==> src/hdl/mfv_pkg.sv <==
`default_nettype none

package mfv_pkg;

	localparam int VALUE_W = 64;
	localparam int DEF_DISTINCT_DEPTH = 64;
	localparam int DEF_MAX_ITEMS = 65536;

	typedef enum logic [1:0] {
		ST_IDLE,
		ST_SCAN,
		ST_UPDATE,
		ST_EMIT
	} scan_state_t;

endpackage

`default_nettype wire

==> src/hdl/mfv_scan.sv <==
`default_nettype none

module mfv_scan import mfv_pkg::*; #(
	parameter int DISTINCT_DEPTH = DEF_DISTINCT_DEPTH,
	parameter int MAX_ITEMS = DEF_MAX_ITEMS,
	localparam int AW = $clog2(DISTINCT_DEPTH),
	localparam int UW = $clog2(DISTINCT_DEPTH + 1),
	localparam int CNT_W = $clog2(MAX_ITEMS + 1),
	localparam int ENT_W = VALUE_W + CNT_W
) (
	input  wire logic                clk,
	input  wire logic                arst_n,
	input  wire logic                in_valid,
	output logic                     in_ready,
	input  wire logic [VALUE_W-1:0]  in_value,
	input  wire logic                in_last,
	input  wire logic                res_free,
	output logic                     res_valid,
	output logic      [VALUE_W-1:0]  res_value,
	output logic      [CNT_W-1:0]    res_count,
	output logic                     res_overflow,
	output logic                     mem_we,
	output logic      [AW-1:0]       mem_waddr,
	output logic      [ENT_W-1:0]    mem_wdata,
	output logic                     mem_re,
	output logic      [AW-1:0]       mem_raddr,
	input  wire logic [ENT_W-1:0]    mem_rdata
);

	scan_state_t state_q, state_d;

	logic [VALUE_W-1:0] value_q;
	logic               last_q;
	logic [UW-1:0]      iss_q;
	logic               valid_s1;
	logic [AW-1:0]      addr_s1;
	logic               hit_q;
	logic [AW-1:0]      idx_q;
	logic [CNT_W-1:0]   cnt_q;
	logic [UW-1:0]      used_q;
	logic [VALUE_W-1:0] best_value_q;
	logic [CNT_W-1:0]   best_count_q;
	logic               dropped_q;

	logic [VALUE_W-1:0] rd_value;
	logic [CNT_W-1:0]   rd_count;
	logic               match;
	logic               miss_done;
	logic               issue;
	logic               full;
	logic               upd_ok;
	logic [CNT_W-1:0]   new_cnt;

	assign rd_value  = mem_rdata[CNT_W +: VALUE_W];
	assign rd_count  = mem_rdata[CNT_W-1:0];
	assign match     = (state_q == ST_SCAN) && valid_s1 && (rd_value == value_q);
	assign miss_done = (state_q == ST_SCAN) && !valid_s1 && (iss_q == used_q);
	assign issue     = (state_q == ST_SCAN) && (iss_q < used_q) && !match;
	assign full      = (used_q == UW'(DISTINCT_DEPTH));
	assign upd_ok    = hit_q || !full;

	always_comb begin
		if (!hit_q) begin
			new_cnt = CNT_W'(1);
		end else if (cnt_q == CNT_W'(MAX_ITEMS)) begin
			new_cnt = cnt_q;
		end else begin
			new_cnt = cnt_q + CNT_W'(1);
		end
	end

	always_comb begin
		state_d = state_q;
		case (state_q)
			ST_IDLE: begin
				if (in_valid) begin
					state_d = ST_SCAN;
				end
			end
			ST_SCAN: begin
				if (match || miss_done) begin
					state_d = ST_UPDATE;
				end
			end
			ST_UPDATE: begin
				state_d = last_q ? ST_EMIT : ST_IDLE;
			end
			ST_EMIT: begin
				if (res_free) begin
					state_d = ST_IDLE;
				end
			end
			default: state_d = ST_IDLE;
		endcase
	end

	always_comb begin
		in_ready  = (state_q == ST_IDLE);
		res_valid = (state_q == ST_EMIT) && res_free;
		mem_re    = issue;
		mem_raddr = iss_q[AW-1:0];
		mem_we    = (state_q == ST_UPDATE) && upd_ok;
		mem_waddr = hit_q ? idx_q : used_q[AW-1:0];
		mem_wdata = {value_q, new_cnt};
	end

	assign res_value    = best_value_q;
	assign res_count    = best_count_q;
	assign res_overflow = dropped_q;

	always_ff @(posedge clk or negedge arst_n) begin
		if (!arst_n) begin
			state_q <= ST_IDLE;
		end else begin
			state_q <= state_d;
		end
	end

	always_ff @(posedge clk or negedge arst_n) begin
		if (!arst_n) begin
			iss_q    <= '0;
			valid_s1 <= 1'b0;
			hit_q    <= 1'b0;
			last_q   <= 1'b0;
		end else begin
			valid_s1 <= issue;
			if (in_ready && in_valid) begin
				iss_q  <= '0;
				hit_q  <= 1'b0;
				last_q <= in_last;
			end else if (issue) begin
				iss_q <= iss_q + UW'(1);
			end
			if (match) begin
				hit_q <= 1'b1;
			end
		end
	end

	always_ff @(posedge clk) begin
		if (in_ready && in_valid) begin
			value_q <= in_value;
		end
		if (issue) begin
			addr_s1 <= iss_q[AW-1:0];
		end
		if (match) begin
			idx_q <= addr_s1;
			cnt_q <= rd_count;
		end
	end

	always_ff @(posedge clk or negedge arst_n) begin
		if (!arst_n) begin
			used_q       <= '0;
			best_value_q <= '0;
			best_count_q <= '0;
			dropped_q    <= 1'b0;
		end else if (state_q == ST_UPDATE) begin
			if (!upd_ok) begin
				dropped_q <= 1'b1;
			end
			if (upd_ok && !hit_q) begin
				used_q <= used_q + UW'(1);
			end
			if (upd_ok && (new_cnt > best_count_q)) begin
				best_count_q <= new_cnt;
				best_value_q <= value_q;
			end
		end else if (res_valid) begin
			used_q       <= '0;
			best_value_q <= '0;
			best_count_q <= '0;
			dropped_q    <= 1'b0;
		end
	end

endmodule

`default_nettype wire

==> config.mk <==
export PLATFORM = sky130hd
export DESIGN_NAME = mfv_scan
export DESIGN_NICKNAME = d
export VERILOG_FILES = /design/src/hdl/mfv_pkg.sv /design/src/hdl/mfv_scan.sv
export SDC_FILE = /design/constraint.sdc
export NUM_CORES = 1
export LEC_CHECK = 0
export BUFFER_PORTS_ARGS = -buffer_cell sky130_fd_sc_hd__buf_4
export CAP_MARGIN = 10
export CELL_PAD_IN_SITES_DETAIL_PLACEMENT = 0
export CELL_PAD_IN_SITES_GLOBAL_PLACEMENT = 1
export CORE_UTILIZATION = 41
export DETAILED_ROUTE_END_ITERATION = 10
export PLACE_DENSITY_LB_ADDON = 0.1
export RECOVER_POWER = 25
export SLEW_MARGIN = 20
export SYNTH_ARGS = -nofsm -noshare
export SYNTH_HDL_FRONTEND = slang
export SYNTH_SLANG_ARGS = --single-unit
==> constraint.sdc <==
create_clock -name clk -period 11 [get_ports clk]
set_clock_uncertainty 0.15 [all_clocks]
set_input_delay 1.65 -clock clk [delete_from_list [all_inputs] [get_ports clk]]
set_output_delay 1.65 -clock clk [all_outputs]
set_load 0.02 [all_outputs]
==> run_results.csv <==
group,metric,value,unit
setup_path,cp.required,9.20,ns
clock_tree,cts_buffer_depth,2,
synthesis,syn_avg_cell_area,10.84,um^2
synthesis,yosys_warnings,0,
timing,drv_slew,52,
synthesis,synth.most_common_cell,"nand2_1",
pwr,power_leakage,5.319,nW
grt,grt_overflow,0,
synthesis,ys_ff_latch,194,
pwr,cellPowerDensity,250.5,mW/mm^2
setup_path,endpoint_kind,"output port",
synthesis,yosysSeqAreaShare,59.26,%
finish,diodes,0,
setup_path,crit_buf_inv,2,
timing,tns,0,ns
route,drt_iter0_markers,416,
route,drcViolationCount,0,
setup_path,cp.arrival,4.07,ns
grt,grt_max_degree,93,
placement,port_buffers,328,
finish,area_growth,36.19,%
setup_path,critPathTopFamily,"simple AND/OR/NAND/NOR gates",
timing,worst_slew_pin_slew,2.950,ns
floorplanning,die_y,150.0,um
finish,fin_util,57.62,%
clock_tree,cts_tree,"built",
route,first_pass_iters,4,
timing,period_minus_slack,5.868,ns
floorplanning,die_x,150.0,um
floorplanning,die_area,0.02249,mm^2
run_status,violations,"max-capacitance violations, max-slew violations",
grt,grt_pass1_wl,39540,um
synthesis,ys_types,52,
setup_path,slowest_stage,"nor4_1",
clock_tree,cts-buffers-inserted,17,
synthesis,synth_area,0.008977,mm^2
timing,fmax,170.4,MHz
setup_path,r2r_start,"cnt_q[0]",
setup_path,cp_cell_sequence,"buf_4 -> xnor2_1 -> nand4_1 -> nor4_1 -> nand4_1 -> nor2_2 -> nor2_1 -> buf_4",
floorplanning,initial_utilization,42.31,%
floorplanning,io-pin-count,329,
clock_tree,htreeDepth,4,
clock_tree,ctsResizeCount,0,
route,drt_wl_total,26450,um
hold_path,hold_end,"idx_q[4]",
timing,finalSetupViolations,0,
setup_path,max_stage_delay,0.62,ns
synthesis,synth_edf_count,93,
setup_path,r2r_end,"res_count[7]",
clock_tree,cts_num_sinks,194,
synthesis,synth_common_cells,"nand2_1, dfrtp_1, edfxtp_1",
floorplanning,rows,53,
clock_tree,path_clk_slew,0.07,ns
synthesis,synth_ff_type,"dfrtp_1",
synthesis,netlist_instances,828,
timing,fin_crit_sh,53.35,%
synthesis,syn-num-nets,1007,
route,post_drt_via_cell_ratio,5.073,
synthesis,yosys-top-cells-area,"edfxtp_1, dfrtp_1, nand2_1",
hold_path,hp-class,"register to register",
setup_path,cp_max_fo,10,
finish,layout.nets,1322,
route,ant_nets,0,
placement,gp_congestion,0.8609,
setup_path,critical_path_class,"input pin to output port",
clock_tree,postCtsHoldBufs,0,
run_status,status,"complete, but fails checks",
clock_tree,clk-insertion-delay-late,0.43,ns
timing,rsz0062_at_grt,"false",
grt,antenna_found_initial,0,
route,vias,7259,
floorplanning,core_area,0.02122,mm^2
timing,hold_viol,0,
clock_tree,root_buffer,"clkbuf_16",
placement,place_hpwl,20470,um
setup_path,rrSetupSlack,6.04,ns
finish,final_layout_size_suffix_gt1_share,32.18,%
synthesis,synthArstFlopShare,52.06,%
route,wl_per_cell,18.48,um
synthesis,synth_top_area_share,31.11,%
setup_path,worstRegToRegCells,17,
clock_tree,postCtsSetupBuffers,0,
hold_path,min_delay_path_depth,0,
pwr,vdd_drop_max,0.00009794,V
run,cap_violations,1,
timing,slew_headroom,-96.66,%
synthesis,synth_top_area_cell,"edfxtp_1",
grt,grt_usage,23.96,%
hold_path,hp-start,"addr_s1[4]",
setup_path,critPathLaunchType,"input pin",
grt,grt_pass1_vias,6929,
[cells in the final DEF (no fill, tap or decap), types with 3 or more instances in the layout]
cell type  Yosys  final
ha_1          29     29
o31ai_1       10     10
a21o_1         5      5
inv_1         40     39
nand4_1       22     22
inv_6          0      4
nand2b_1      28     28
inv_8          0      3
nand3_1       22     22
edfxtp_1      93     93
o21ai_1       54     54
nor3_1         5      5
nor2_1        36     36
xor2_1        14     14
clkbuf_16      0     17
or4_1          5      5
clkbuf_4       0     81
nand2_1      171    171
nor4_1        10      9
o21ai_0       20     20
dfrtp_1      101    101
and4_1         3      3
xnor2_1       50     50
nor2b_1        9      9
a21oi_1       11     11
o41ai_1       16     16
o2111ai_1      6      6
buf_4         15    252
[worst max path at each step]
stage | to | from | cells past startpoint
5_1_grt | mem_re | mem_rdata[71] | 8
2_1_floorplan | cnt_q[0] | mem_rdata[33] | 5
6_report | mem_re | mem_rdata[71] | 8
4_1_cts | mem_re | mem_rdata[71] | 8
3_3_place_gp | mem_re | mem_rdata[71] | 8
3_5_place_dp | mem_re | mem_rdata[71] | 8
[sequential cells by signal, summed over array words and instances (netlist names), 2 cells and up]
signal and cells:
addr_s1 6, cnt_q 17, idx_q 6, iss_q 7, res_count 17, res_value 64, state_q 2, used_q 7
value_q 64
[final cells by class]
cell class | instances | area (um^2)
Clock inverter | 13 | 143.9
Timing Repair Buffer | 334 | 2504
Fill cell | 1880 | 8994
Tap cell | 275 | 344.1
Clock buffer | 19 | 442.9
Multi-Input combinational cell | 554 | 3313
Sequential cell | 194 | 5320
Inverter | 42 | 158.9
[stage by stage]
step	worst slack (ns)	total power [W]	std cells	hold WS [ns]	area, um^2
3_5_place_dp	5.177	0.002471	1399	0.2620	11640
4_1_cts	5.169	0.003098	1431	0.2744	12230
3_3_place_gp	5.253	0.002458	1399	0.2505	11640
2_1_floorplan	5.472	0.001913	828	0.2503	8977
6_report	5.132	0.003063	1431	0.2688	12230
5_1_grt	5.020	0.003246	1431	0.2826	12230
[power breakdown]
| group | switching [W] | leakage (nW) | internal [W] |
|---|---|---|---|
| combinational | 0.000782 | 2.82 | 0.000484 |
| sequential | 0.000167 | 2.21 | 0.00101 |
| clock | 0.000296 | 0.283 | 0.000328 |
| total | 0.00125 | 5.32 | 0.00182 |
[routing by layer]
| metal | up-vias | track usage (%) | wire length (um) |
|---|---|---|---|
| met2 | 278 | 41.32 | 13470 |
| met5 | - | 0 | 0 |
| met4 | 0 | 8.081 | 621 |
| li1 | 3518 | - | - |
| met3 | 33 | 5.945 | 1896 |
| met1 | 3430 | 29.13 | 10450 |
[cells by family (layout without fill, tap and decap cells)]
family	count (synthesis)	after routing	synth area share [%]
AOI/OAI and AO/OA	137	137	9.589
DFF	194	194	59.26
muxes	2	2	0.2230
buffers and inverters	80	408	4.000
and+or+nand+nor	322	322	16.64
xor gates and xnor gates	64	64	6.244
adders and majority gates	29	29	4.042
[worst register-to-register path: cells and delay by family (launching register included)]
kind	cells	cell delay (ns)
buffers and inverters	2	1.30
AND/OR/NAND/NOR	7	1.07
AO/OA/AOI/OAI	5	1.02
adder cells (fa/ha/maj)	2	0.56
flip-flops	1	0.42
XOR/XNOR	1	0.31
Power figures use the tool's default switching activity.
